--- src/rtl/hst_pkg.sv ---
// ============================================================================
// hst_pkg - shared types and constants of the hashed slot table
// Item, result and queue entry layouts, operation and status codes,
// configuration register indexes.
// ============================================================================
`default_nettype none

package hst_pkg;

  // Configuration port
  localparam int CFG_IDX_W  = 2;
  localparam int CFG_DATA_W = 9;

  localparam logic [CFG_IDX_W-1:0] CFG_SLOT_COUNT   = 2'd0;
  localparam logic [CFG_IDX_W-1:0] CFG_POINTER_MODE = 2'd1;

  // Reset values of the configuration registers
  localparam logic [CFG_DATA_W-1:0] SLOT_COUNT_RESET = 9'd256;

  // Operation codes carried in an item
  typedef enum logic [1:0] {
    KIND_SET  = 2'd0,
    KIND_GET  = 2'd1,
    KIND_FILL = 2'd2
  } kind_e;

  // Result status codes
  typedef enum logic [1:0] {
    ST_OK    = 2'd0,
    ST_MODE  = 2'd1,
    ST_EMPTY = 2'd2
  } status_e;

  typedef struct packed {
    logic [1:0]  kind;
    logic [7:0]  key_char;
    logic        key_last;
    logic [63:0] value;
  } item_t;

  typedef struct packed {
    logic [63:0] read_value;
    status_e     status;
    logic [7:0]  slot_index;
  } result_t;

  // Entry of the command queue between front and back
  typedef struct packed {
    kind_e       kind;
    logic [63:0] hash;
    logic [63:0] value;
  } cmd_t;

  typedef struct packed {
    logic full;
    logic empty;
  } queue_stat_t;

  // Command queue geometry
  localparam int QUEUE_DEPTH = 2;
  localparam int QUEUE_PTR_W = 1;
  localparam int QUEUE_CNT_W = 2;

  // Modulo unit: remainder digits folded per cycle and folding steps per hash
  localparam int MOD_DIGITS  = 4;
  localparam int MOD_STEPS   = 64 / MOD_DIGITS;
  localparam int MOD_CNT_W   = 4;

endpackage

`default_nettype wire

--- src/rtl/hst_fifo.sv ---
// ============================================================================
// hst_fifo - command queue between front and back
// Two-entry first-in first-out queue of pending table commands.
// ============================================================================
`default_nettype none

module hst_fifo (
  input  wire logic            clk_i,
  input  wire logic            rst_ni,
  input  wire logic            push_i,
  input  wire hst_pkg::cmd_t   cmd_i,
  input  wire logic            pop_i,
  output hst_pkg::cmd_t        head_o,
  output hst_pkg::queue_stat_t stat_o
);

  hst_pkg::cmd_t                   entry_q [hst_pkg::QUEUE_DEPTH];
  logic [hst_pkg::QUEUE_PTR_W-1:0] wr_ptr_q, rd_ptr_q;
  logic [hst_pkg::QUEUE_CNT_W-1:0] count_q;

  assign head_o       = entry_q[rd_ptr_q];
  assign stat_o.full  = (count_q == hst_pkg::QUEUE_CNT_W'(hst_pkg::QUEUE_DEPTH));
  assign stat_o.empty = (count_q == '0);

  always_ff @(posedge clk_i) begin
    if (push_i) begin
      entry_q[wr_ptr_q] <= cmd_i;
    end
  end

  always_ff @(posedge clk_i or negedge rst_ni) begin
    if (!rst_ni) begin
      wr_ptr_q <= '0;
      rd_ptr_q <= '0;
      count_q  <= '0;
    end else begin
      if (push_i) begin
        wr_ptr_q <= wr_ptr_q + 1'b1;
      end
      if (pop_i) begin
        rd_ptr_q <= rd_ptr_q + 1'b1;
      end
      case ({push_i, pop_i})
        2'b10:   count_q <= count_q + 1'b1;
        2'b01:   count_q <= count_q - 1'b1;
        default: count_q <= count_q;
      endcase
    end
  end

  a_no_push_full: assert property (@(posedge clk_i) disable iff (!rst_ni)
    push_i && !pop_i |-> !stat_o.full)
    else $error("command queue overflow");

  a_no_pop_empty: assert property (@(posedge clk_i) disable iff (!rst_ni)
    pop_i |-> !stat_o.empty)
    else $error("command queue underflow");

endmodule

`default_nettype wire

--- config.mk ---
export PLATFORM = sky130hd
export DESIGN_NAME = hst_fifo
export DESIGN_NICKNAME = d
export VERILOG_FILES = /design/src/rtl/hst_pkg.sv /design/src/rtl/hst_fifo.sv
export SDC_FILE = /design/constraint.sdc
export NUM_CORES = 1
export LEC_CHECK = 0
export ABC_AREA = 1
export BUFFER_PORTS_ARGS = -buffer_cell sky130_fd_sc_hd__buf_2
export CAP_MARGIN = 10
export CELL_PAD_IN_SITES_DETAIL_PLACEMENT = 0
export CELL_PAD_IN_SITES_GLOBAL_PLACEMENT = 1
export CORE_MARGIN = 2
export CORE_UTILIZATION = 40
export CTS_BUF_LIST = sky130_fd_sc_hd__clkbuf_4 sky130_fd_sc_hd__clkbuf_8
export CTS_CLUSTER_DIAMETER = 150
export DETAILED_ROUTE_END_ITERATION = 6
export PLACE_DENSITY_LB_ADDON = 0.1
export SKIP_CTS_REPAIR_TIMING = 1
export SLEW_MARGIN = 30
export SYNTH_ARGS = -nofsm -noshare
export SYNTH_HDL_FRONTEND = slang
export SYNTH_SLANG_ARGS = --single-unit
--- constraint.sdc ---
create_clock -name clk_i -period 6 [get_ports clk_i]
set_input_delay 0.3 -clock clk_i [delete_from_list [all_inputs] [get_ports clk_i]]
set_output_delay 0.3 -clock clk_i [all_outputs]
set_load 0.1 [all_outputs]
==> impl_table.tex <==
\begin{tabular}{lr}
\hline
Metric & Value \\
\hline
\multicolumn{2}{l}{\textbf{Outcome}} \\
\quad Outcome & finished, final reports clean \\
\multicolumn{2}{l}{\textbf{Timing}} \\
\quad Fmax & 370 MHz \\
\quad Final clock period utilization by the worst path & 45.1\% \\
\quad Transition time of the tightest slew-check pin & 941 ps \\
\quad Clock Skews & 15.2 ps \\
\quad Max-slew violation total from the final report & 0 \\
\quad Min Tclk post-route & 2710 ps \\
\quad Total negative slack & 0 ps \\
\quad Setup repair after global routing missed its margin & false \\
\quad Relative slew slack & 37.3\% \\
\quad Number of failing setup endpoints in the final timing report & 0 \\
\quad Final Hold Violating Endpoints & 0 \\
\multicolumn{2}{l}{\textbf{Synthesis}} \\
\quad Sequential element share of the synthesized area & 78.1\% \\
\quad Mean post-synth cell area & 14.4 µm² \\
\quad Synthesis-stage register bit count & 264 \\
\quad Cell type contributing the most total cell area after synthesis & sky130\_fd\_sc\_hd\_\_edfxtp\_1 \\
\quad Syn Std Cell Area & 0.0101 mm² \\
\quad Synthesized netlist net count & 838 \\
\quad Top area cells in the synthesized netlist & sky130\_fd\_sc\_hd\_\_edfxtp\_1, sky130\_fd\_sc\_hd\_\_o21ai\_2, sky130\_fd\_sc\_hd\_\_inv\_1 \\
\quad Post-synthesis cell count & 703 \\
\quad Netlist cell types & 19 \\
\quad Share of the synthesized area in the top cell type & 77.1\% \\
\quad Number of warnings printed during yosys synthesis & 0 \\
\multicolumn{2}{l}{\textbf{CTS}} \\
\quad Root Driver & sky130\_fd\_sc\_hd\_\_clkbuf\_8 \\
\quad CTS tree & built \\
\quad CTS buffer count & 45 \\
\quad Maximum clock insertion buffer count & 3 \\
\quad Sinks on the clock net & 264 \\
\quad Depth of the CTS H-tree & 2 \\
\quad CTS clock-pin slew for the worst setup and hold paths & 60 ps \\
\quad Insertion delay to the later sink of the worst-skew pair & 540 ps \\
\multicolumn{2}{l}{\textbf{Critical path}} \\
\quad Critical Path Max Stage Delay & 520 ps \\
\quad Reg-to-reg startpoint & wr\_ptr\_q\$\_DFFE\_PN0P\_ \\
\quad Critical-path top delay cell & sky130\_fd\_sc\_hd\_\_dfrtp\_4 \\
\quad Endpoint class of the critical path & output port \\
\quad Critical path arrival & 2410 ps \\
\quad Top fanout value on the critical path & 161 \\
\quad Buffers \& Inverters on Critical Path & 2 \\
\quad Path type of the worst setup path & reg2out \\
\quad Launch point of the critical path & rd\_ptr\_q\$\_DFFE\_PN0P\_ \\
\quad CP Data Required Time & 5700 ps \\
\quad Startpoint Class & register \\
\quad Ordered cell list for the critical path & buf\_12 > nand2\_1 > o21ai\_2 > buf\_2 \\
\quad Dominant delay contributor by cell family on the critical path & buffers and inverters \\
\multicolumn{2}{l}{\textbf{Detailed routing}} \\
\quad Routed WL per cell & 13.6 µm \\
\quad Residual DRC & 0 \\
\quad Routed via count divided by cell count & 4.30 \\
\quad Total wire length & 20300 µm \\
\quad Number of iterations in the first detailed-routing pass & 4 \\
\quad Overall via count from detail\_route & 6401 \\
\quad Number of design-rule violations left by the first detailed-router iteration & 275 \\
\quad Number of antenna-violating nets in the routed design & 0 \\
\multicolumn{2}{l}{\textbf{Global route}} \\
\quad Remaining global-route overflow & 0 \\
\quad GRT Resource Usage Total & 14.5\% \\
\quad Antenna violations before repair & 0 \\
\quad Vias in the first global route & 5679 \\
\quad Global-route wire length before repair & 29600 µm \\
\quad Largest net degree at the start of global routing & 162 \\
\multicolumn{2}{l}{\textbf{Final layout}} \\
\quad Proportion of layout cells with a drive suffix above 1 & 34.7\% \\
\quad Area growth, synth to finish & 36.8\% \\
\quad Number of antenna diodes & 0 \\
\quad Nets & 1259 \\
\multicolumn{2}{l}{\textbf{Floorplan}} \\
\quad Die outline height & 163 µm \\
\quad Area of the core region & 0.0250 mm² \\
\quad Width of the die & 163 µm \\
\quad Placement row count & 58 \\
\quad Die area & 0.0266 mm² \\
\quad \# IOs & 266 \\
\quad Starting density of the core & 40.5\% \\
\multicolumn{2}{l}{\textbf{Placed design}} \\
\quad GPL Wtd Cong & 0.693 \\
\quad Post-detailed-placement half-perimeter wirelength & 12300 µm \\
\quad Count of buffers from port buffering & 265 \\
\multicolumn{2}{l}{\textbf{Job}} \\
\quad Maxcap violations & 0 \\
\multicolumn{2}{l}{\textbf{Worst hold path}} \\
\quad Path type of the worst min-delay path & in2async \\
\hline
\end{tabular}
stage by stage:
step           hold slack [ps]  cell area [µm²]  util [%]  setup slack, ps  cells
2_1_floorplan             4.41            10100         -             1750    703
3_3_place_gp               118            11700      46.6             3460   1274
3_5_place_dp               116            11700      46.6             3450   1274
4_1_cts                   -483            12500      50.0             3220   1357
5_1_grt                   75.4            13900      55.4             3060   1490
6_report                   111            13900      55.4             3290   1490
cells in the mapped netlist (all sizes together):
cell and number:
buf 23, clkbuf 6, dfrtp 4, edfxtp 260, ha 1, inv 136, nand2 135, nand3 1
nand4 1, nor2 3, o21ai 130, xnor2 1, xor2 2
path summary, 6_finish.rpt:
check | endpoint | cells past startpoint | slack (ps)
min reg2reg | count_q[1]$_DFFE_PN0P_ | 2 | 510
min in group clk_i | entry_q[1][24]$_DFFE_PP_ | 2 | 480
max reg2reg | entry_q[1][117]$_DFFE_PP_ | 3 | 3510
min | wr_ptr_q$_DFFE_PN0P_ | 2 | 110
max in group asynchronous | rd_ptr_q$_DFFE_PN0P_ | 2 | 5750
max | head_o[64] | 4 | 3290
sequential cells by signal, summed over array words and instances (netlist names):
register and count:
entry_q 260, count_q 2, rd_ptr_q 1, wr_ptr_q 1
kinds of logic (layout without fill, tap and decap cells):
| kind of cell | Yosys count | in the layout | share of synthesized area (%) |
|---|---|---|---|
| buffers and inverters | 165 | 622 | 7.69 |
| XOR/XNOR | 3 | 3 | 0.259 |
| AND/OR/NAND/NOR | 140 | 140 | 5.22 |
| flip-flops | 264 | 264 | 78.1 |
| adder cells (fa/ha/maj) | 1 | 1 | 0.123 |
| AO/OA/AOI/OAI | 130 | 130 | 8.65 |
metal layers:
layer | vias up | wire length, µm | track usage, %
met4 | 0 | 412 | 5.15
met1 | 2933 | 8110 | 17.1
met2 | 191 | 10000 | 23.3
met5 | - | 0 | 0
li1 | 3243 | - | -
met3 | 34 | 1750 | 6.48
cell type report:
class | instances | area, µm²
clock buffers | 65 | 782
clock inverters | 18 | 76.3
fillers | 2177 | 11200
inverters | 136 | 513
multi-input cells | 274 | 1450
flip-flops and latches | 264 | 7910
well taps | 330 | 413
repair buffers | 403 | 2720
layout by cell type, fill, tap and decap left out, types with 3 or more instances in the layout:
master                          Yosys  routed
sky130_fd_sc_hd__buf_2              1     265
sky130_fd_sc_hd__clkbuf_4           0      18
sky130_fd_sc_hd__clkbuf_8           0      47
sky130_fd_sc_hd__clkinv_1           0      13
sky130_fd_sc_hd__clkinv_2           0       4
sky130_fd_sc_hd__dfrtp_1            4       3
sky130_fd_sc_hd__dlygate4sd3_1      0     133
sky130_fd_sc_hd__edfxtp_1         260     260
sky130_fd_sc_hd__inv_1            136     135
sky130_fd_sc_hd__nand2_1          135     135
sky130_fd_sc_hd__o21ai_0           57      57
sky130_fd_sc_hd__o21ai_1           13      13
sky130_fd_sc_hd__o21ai_2           60      60
Power is left out: the tool's default activity adds up to more than one toggle a clock period on the data nets, which glitch-free logic cannot reach.
