**config.mk**
```make
export PLATFORM = sky130hd
export DESIGN_NAME = hst_front
export DESIGN_NICKNAME = d
export VERILOG_FILES = /design/src/rtl/hst_pkg.sv /design/src/rtl/hst_front.sv
export SDC_FILE = /design/constraint.sdc
export NUM_CORES = 1
export LEC_CHECK = 0
export BUFFER_PORTS_ARGS = -buffer_cell sky130_fd_sc_hd__clkbuf_2
export CAP_MARGIN = 20
export CORE_MARGIN = 2
export CORE_UTILIZATION = 40
export DETAILED_ROUTE_END_ITERATION = 8
export GPL_TIMING_DRIVEN = 0
export SETUP_SLACK_MARGIN = 0.2
export SLEW_MARGIN = 20
export SYNTH_ARGS = -nofsm -noshare
export SYNTH_HDL_FRONTEND = slang
export SYNTH_SLANG_ARGS = --single-unit
```
**constraint.sdc**
```tcl
create_clock -name clk_i -period 8.9 [get_ports clk_i]
set_clock_uncertainty 0.1 [all_clocks]
set_input_delay 0.445 -clock clk_i [delete_from_list [all_inputs] [get_ports clk_i]]
set_output_delay 0.445 -clock clk_i [all_outputs]
set_load 0.005 [all_outputs]
```
**src/rtl/hst_pkg.sv**
```systemverilog
// ============================================================================
// hst_pkg - shared types and constants of the hashed slot table
// Item, result and queue entry layouts, operation and status codes,
// configuration register indexes.
// ============================================================================
`default_nettype none

package hst_pkg;

  // Configuration port
  localparam int CFG_IDX_W  = 2;
  localparam int CFG_DATA_W = 9;

  localparam logic [CFG_IDX_W-1:0] CFG_SLOT_COUNT   = 2'd0;
  localparam logic [CFG_IDX_W-1:0] CFG_POINTER_MODE = 2'd1;

  // Reset values of the configuration registers
  localparam logic [CFG_DATA_W-1:0] SLOT_COUNT_RESET = 9'd256;

  // Operation codes carried in an item
  typedef enum logic [1:0] {
    KIND_SET  = 2'd0,
    KIND_GET  = 2'd1,
    KIND_FILL = 2'd2
  } kind_e;

  // Result status codes
  typedef enum logic [1:0] {
    ST_OK    = 2'd0,
    ST_MODE  = 2'd1,
    ST_EMPTY = 2'd2
  } status_e;

  typedef struct packed {
    logic [1:0]  kind;
    logic [7:0]  key_char;
    logic        key_last;
    logic [63:0] value;
  } item_t;

  typedef struct packed {
    logic [63:0] read_value;
    status_e     status;
    logic [7:0]  slot_index;
  } result_t;

  // Entry of the command queue between front and back
  typedef struct packed {
    kind_e       kind;
    logic [63:0] hash;
    logic [63:0] value;
  } cmd_t;

  typedef struct packed {
    logic full;
    logic empty;
  } queue_stat_t;

  // Command queue geometry
  localparam int QUEUE_DEPTH = 2;
  localparam int QUEUE_PTR_W = 1;
  localparam int QUEUE_CNT_W = 2;

  // Modulo unit: remainder digits folded per cycle and folding steps per hash
  localparam int MOD_DIGITS  = 4;
  localparam int MOD_STEPS   = 64 / MOD_DIGITS;
  localparam int MOD_CNT_W   = 4;

endpackage

`default_nettype wire

```
**src/rtl/hst_front.sv**
```systemverilog
// ============================================================================
// hst_front - key byte intake and hash accumulator
// Folds key bytes into the running hash and queues one command per
// finished key or fill.
// ============================================================================
`default_nettype none

module hst_front (
  input  wire logic           clk_i,
  input  wire logic           rst_ni,
  input  wire logic           start_i,
  input  wire logic           stall_i,
  input  wire hst_pkg::item_t item_i,
  output logic                push_o,
  output hst_pkg::cmd_t       cmd_o
);

  logic [63:0] hash_q, hash_d;
  logic [63:0] hash_step;
  logic        accept;

  assign accept = start_i && !stall_i;

  // hash * 97 = hash * 64 + hash * 32 + hash, modulo 2^64
  always_comb begin
    if (item_i.key_char != 8'd0) begin
      hash_step = {hash_q[57:0], 6'b0} + {hash_q[58:0], 5'b0} + hash_q
                + {56'd0, item_i.key_char};
    end else begin
      hash_step = hash_q;
    end
  end

  always_comb begin
    hash_d       = hash_q;
    push_o       = 1'b0;
    cmd_o.kind   = hst_pkg::KIND_SET;
    cmd_o.hash   = hash_step;
    cmd_o.value  = item_i.value;
    if (accept) begin
      case (item_i.kind)
        hst_pkg::KIND_SET, hst_pkg::KIND_GET: begin
          cmd_o.kind = hst_pkg::kind_e'(item_i.kind);
          if (item_i.key_last) begin
            push_o = 1'b1;
            hash_d = 64'd0;
          end else begin
            hash_d = hash_step;
          end
        end
        hst_pkg::KIND_FILL: begin
          cmd_o.kind = hst_pkg::KIND_FILL;
          push_o     = 1'b1;
        end
        default: begin
          // drop: unused kind code
        end
      endcase
    end
  end

  always_ff @(posedge clk_i or negedge rst_ni) begin
    if (!rst_ni) begin
      hash_q <= 64'd0;
    end else begin
      hash_q <= hash_d;
    end
  end

endmodule

`default_nettype wire

```
==> results of run 1 <==
metal layers:
metal	GRT usage, %	part of all wire, %
met5	0	0
met4	5.620	1.7
met3	1.980	5.4
met2	36.21	46
met1	31.04	47
cells in the mapped netlist, drive strengths merged, types with 3 or more instances:
cell type	instances	area share [%]
a2111oi	3	0.27
a21o	37	2.9
a21oi	85	4.5
a221o	5	0.52
a22o	29	2.6
a22oi	4	0.31
a31o	3	0.27
a31oi	10	0.87
and2	9	0.58
and3	11	0.73
and4	3	0.27
buf	70	5.3
clkbuf	38	1.5
dfrtp	64	17
fa	61	13
ha	126	16
inv	156	6.1
mux2	8	0.94
nand2	127	5.0
nand2b	3	0.19
nand3	14	0.73
nand4	20	1.3
nor2	39	1.5
nor3	8	0.47
o211ai	4	0.36
o21a	8	0.62
o21ai	98	5.1
o21bai	12	0.94
o221ai	6	0.55
o31ai	9	1.1
or3	5	0.32
xnor2	35	3.2
xor2	27	2.5
per-stage QoR:
step	instances	hold WS, ns
finish	1648	0.2918
global route	1648	0.3043
detailed placement	1631	0.2830
global placement	1630	0.3681
floorplan	1166	0.04941
CTS	1648	0.2767
final timing paths:
check	startpoint	endpoint	slack, ns	cells past startpoint
min in group asynchronous	rst_ni	hash_q[4]	0.44	2
hold / removal	item_i[64]	hash_q[54]	0.29	2
setup reg to reg	hash_q[25]	hash_q[55]	4.29	16
hold reg to reg	hash_q[39]	hash_q[39]	0.39	1
max in group asynchronous	rst_ni	hash_q[29]	7.68	3
setup / recovery	hash_q[0]	cmd_o[111]	3.45	15
kinds of logic (layout without fill, tap and decap cells):
logic type | count (synthesis) | count (layout) | synth area share, %
simple gates | 248 | 248 | 11.84
mux | 9 | 9 | 1.040
compound gates | 332 | 332 | 22.95
flops | 64 | 64 | 16.63
xor+xnor | 62 | 62 | 5.639
buf+inv | 264 | 427 | 12.85
fa+ha+maj | 187 | 187 | 29.05
critical path: stages (launching register included):
cell and delay [ns]:
dfrtp_1 0.38, inv_1 0.17, fa_1 0.44, inv_1 0.08
fa_1 0.41, ha_1 0.37, nand4_1 0.14, a211o_1 0.37
a211oi_1 0.50, o21ai_1 0.17, a2111oi_0 0.58, or2_1 0.22
a31o_2 0.17, xor2_1 0.23, mux2_2 0.20, clkbuf_2 0.12
layout make-up:
| type | instances | area (sq um) | area share [%] |
|---|---|---|---|
| Buffer | 108 | 651.9 | 5.872 |
| Multi-Input combinational cell | 838 | 6790 | 61.17 |
| Tap cell | 319 | 399.1 | 3.596 |
| Sequential cell | 64 | 1602 | 14.43 |
| Inverter | 156 | 585.6 | 5.275 |
| Clock buffer | 10 | 239.0 | 2.153 |
| Timing Repair Buffer | 147 | 765.7 | 6.898 |
| Clock inverter | 6 | 67.56 | 0.6087 |
==> results.md, run 1 <==
* Largest net degree at the start of global routing at between 40 and 50
* Post-synth EDFFs at 0
* Post-synth ARST share at 100.0%
* Post-route setup TNS at 0 ns
* Worst EP arrival at around 4.9 ns
* GP Congestion at 0.8976
* Half-perimeter wire length after placement at 22950 microns
* Crit Path Max Fanout at 4
* Reg clk slew, reported paths at 0.06 ns
* Gr usage total at 21.95%
* Core ar. at 23540 sq um
* Die height at 159.2 microns
* WL final at between 20000 and 30000 microns
* H-tree depth at 3
* Row count at 56
* Reg with most FFs: hash_q
* Grt ovf at 0
* Max FFs per register at 64
* Pre-CTS setup slack at 3.684 ns
* Share of layout cells above drive strength 1 at 19.34%
* Synth Net Count at ~1.4k
* Initial DRC count at 629
* Vias in the first global route at 8371
* Most frequent cells in the layout: inv_1, clkbuf_2, nand2_1, ha_1, o21ai_0
* Synth warn at 0
* Fillers at 2405
* TritonCTS Buffers at 9
* Number of I/O pins at between 200 and 250
* Clk root buf: clkbuf_16
* Setup slack after layout at about 3.5 ns
* Post-synthesis sequential area ratio at 16.63%
* Antenna Violating Nets Remaining at 0
* WL/cell at 16.83 microns
* Crit path kind: reg -> out
* Layout Nets at around 1.6k
* Post-route core utilization at between 40% and 50%
* Area Overhead vs Synth at 15.28%
* Avg Vias per Cell at about 5.4
* Horizontal die dimension at 159.2 microns
* Fmax at 0.1836 GHz
* First-pass GRT wire length at 44820 microns
* Via count at 8880
* Final period util at 61.20%
* N_diodes at 0
* CP endpoint kind: primary output
* Max Cap Viol at 0
* Ys flop type: dfrtp_1
* RSZ-0062 raised after global routing: no
* Final Instance Area at 11100 sq um
* CTS Sinks at 64
* Min Clock Period, post-route at 5.447 ns
* CTS tree: done
* Instance area at placement at 10780 sq um
* Final setup violation count at 0
* Status: complete, no violations
* Hold WC Path Type: in -> reg
* Pins Over Slew Limit at 0
* Post-CTS Hold Fix Bufs at 1
* Max-slew headroom at 27.25%
* Clk Latency, worst-skew pair at roughly 0.35 ns
* Buffers inserted during post-CTS setup optimization at 0
* Cell area after synthesis at 9629 sq um
* Die ar. at around 25000 sq um
* Final hold vios at 0
* # resized after CTS at 0
* Crit start category: flop
* Worst-Margin Slew at 1.089 ns
* Most common cell after layout, fill and taps aside: inv_1
* Drc violations at 0
* Syn Inst Count at 1166
* I/O Buffers at 145
* Post-synth cell types at 73
* Avg Cell Area, Syn at 8.258 sq um
* CTS Buffer Depth at 2
* Top Registers: hash_q (64)
* CP required at 8.36 ns
* Initial Util at 40.90%
* Drt pass-1 iters at 6
* #FFs+latches synth at 64
* Initial antenna violation count at 0
Power of run 1 is not shown: default switching activity piles up to over one toggle a cycle in this logic, so the estimate is an artifact.
==> run 2, diff against run 1 <==
==> constraint.sdc (replaced) <==
create_clock -name clk_i -period 5.61 [get_ports clk_i]
set_clock_uncertainty 0.1 [all_clocks]
set_input_delay 0.2805 -clock clk_i [delete_from_list [all_inputs] [get_ports clk_i]]
set_output_delay 0.2805 -clock clk_i [all_outputs]
set_load 0.005 [all_outputs]
==> run 2 against run 1 <==
  * Global-route usage unchanged
  * Cell count rose by 0.12%
  * Critical path depth is 2 higher
  * Critical path type unchanged
==> results.md, run 2 (synthesis gave the netlist of run 1 again) <==
* Reg with most FFs: hash_q
* Avg Vias per Cell at 5.410
* Final period util at 91.34%
* Drt pass-1 iters at 5
* Area Overhead vs Synth at 15.55%
* Largest net degree at the start of global routing at 47
* Worst reg2reg startpoint: hash_q[25]
* Crit start category: flop
* Die height at 159.2 microns
* Final setup violation count at 0
* Worst-Margin Slew at between 1 and 1.5 ns
* CP required at 5.23 ns
* Crit Path Max Fanout at 7
* Most frequent cells in the layout: inv_1, clkbuf_2, nand2_1, ha_1, o21ai_0
* Max-slew headroom at 30.59%
* FF-to-FF path depth at 16
* I/O Buffers at approximately 150
* Pins Over Slew Limit at 0
* Post-route setup TNS at 0 ns
* Gr usage total at 21.95%
* Core ar. at 23540 sq um
* Die ar. at 25330 sq um
* CTS Buffer Depth at 2
* Grt ovf at 0
* N_diodes at 0
* Setup slack, reg-to-reg at between 1 and 1.5 ns
* Clk Latency, worst-skew pair at 0.35 ns
* Initial antenna violation count at 0
* Number of I/O pins at 210
* Initial DRC count at 705
* Most common cell after layout, fill and taps aside: inv_1
* RSZ-0062 raised after global routing: no
* CP endpoint kind: primary output
* Horizontal die dimension at 159.2 microns
* Row count at 56
* R2r endpoint: hash_q[55]
* Top Registers: hash_q (64)
* Instance area at placement at about 11000 sq um
* H-tree depth at 3
* Final hold vios at 0
* Half-perimeter wire length after placement at 22950 microns
* Min Clock Period, post-route at 5.124 ns
* Crit path kind: reg -> out
* WL/cell at 16.88 microns
* Fillers at 2404
* Drc violations at 0
* Via count at 8927
* Max FFs per register at 64
* GP Congestion at ~0.90
* Status: complete, no violations
* WL final at between 20000 and 30000 microns
* CP endpoint: cmd_o[127]
* Reg clk slew, reported paths at 0.06 ns
* CTS tree: done
* Max Cap Viol at 0
* Final Instance Area at 11130 sq um
* First-pass GRT wire length at 44820 microns
* Hold WC Path Type: in -> reg
* TritonCTS Buffers at 9
* Layout Nets at around 1.6k
* Fmax at 0.1951 GHz
* CTS Sinks at 64
* Vias in the first global route at ~8.4k
* Worst EP arrival at 4.74 ns
* Share of layout cells above drive strength 1 at around a fifth
* Initial Util at about two fifths
* Clk root buf: clkbuf_16
* Antenna Violating Nets Remaining at 0
* Crit. Startpoint: hash_q[24]
[run 2: changes by cell type in the layout (fill, tap and decap cells not counted), sizes merged]
cell	before	now
buf	71	73
[run 2: routing by layer]
metal  vias to the layer above  track usage (%)  share of wire, %
met5                         -                0                 0
met4                         0            5.620               1.6
met3                        25            1.980               5.3
met2                       327            36.21                46
met1                      4295            31.04                47
li1                       4280                -                 -
[run 2: area by class of cell]
type | count | area (sq um) | share of cell area (%)
Buffer | 108 | 651.9 | 5.859
Inverter | 156 | 585.6 | 5.263
Timing Repair Buffer | 149 | 780.7 | 7.017
Multi-Input combinational cell | 838 | 6802 | 61.13
Sequential cell | 64 | 1602 | 14.39
Clock buffer | 10 | 239.0 | 2.148
Tap cell | 319 | 399.1 | 3.587
Clock inverter | 6 | 67.56 | 0.6072
[run 2: how the worst min path moves through the flow]
| stage | startpoint | cells past startpoint | end |
|---|---|---|---|
| after CTS | item_i[64] | 2 | hash_q[54] |
| final | item_i[64] | 2 | hash_q[54] |
| after global placement | hash_q[34] | 2 | hash_q[34] |
| after global routing | item_i[64] | 2 | hash_q[54] |
| after detailed placement | rst_ni | 1 | hash_q[4] |
| after floorplan | rst_ni | 0 | hash_q[0] |
[run 2: timing repair]
action	CTS	global route
hold endpoints to repair	18	0
resized for setup	0	3
hold buffers	1	0
setup endpoints to repair	0	7
buffers inserted	0	2
[run 2: stage by stage]
stage / hold slack (ns) / std cells / util (%) / setup WS (ns)
6_report: 0.1291 / 1650 / 47.26 / 0.4856
5_1_grt: 0.1398 / 1650 / 47.26 / 0.2585
4_1_cts: 0.1122 / 1648 / 47.15 / 0.2943
3_5_place_dp: 0.1185 / 1631 / 45.81 / 0.6894
3_3_place_gp: 0.3681 / 1630 / 45.68 / 0.7018
2_1_floorplan: -0.1151 / 1166 / - / 1.519
[run 2: critical path, cell delays in order (launching register included)]
cell	delay (ns)
dfrtp_1	0.40
inv_1	0.22
fa_1	0.46
inv_1	0.07
ha_1	0.23
ha_1	0.29
buf_2	0.17
a21oi_1	0.29
o21a_1	0.18
nor3_1	0.06
o311ai_0	0.41
o2bb2ai_1	0.26
o32a_1	0.31
a31oi_4	0.14
a311oi_2	0.40
xnor2_1	0.12
o21ai_1	0.24
clkbuf_2	0.17
Power of run 2 is left out for the same reason.
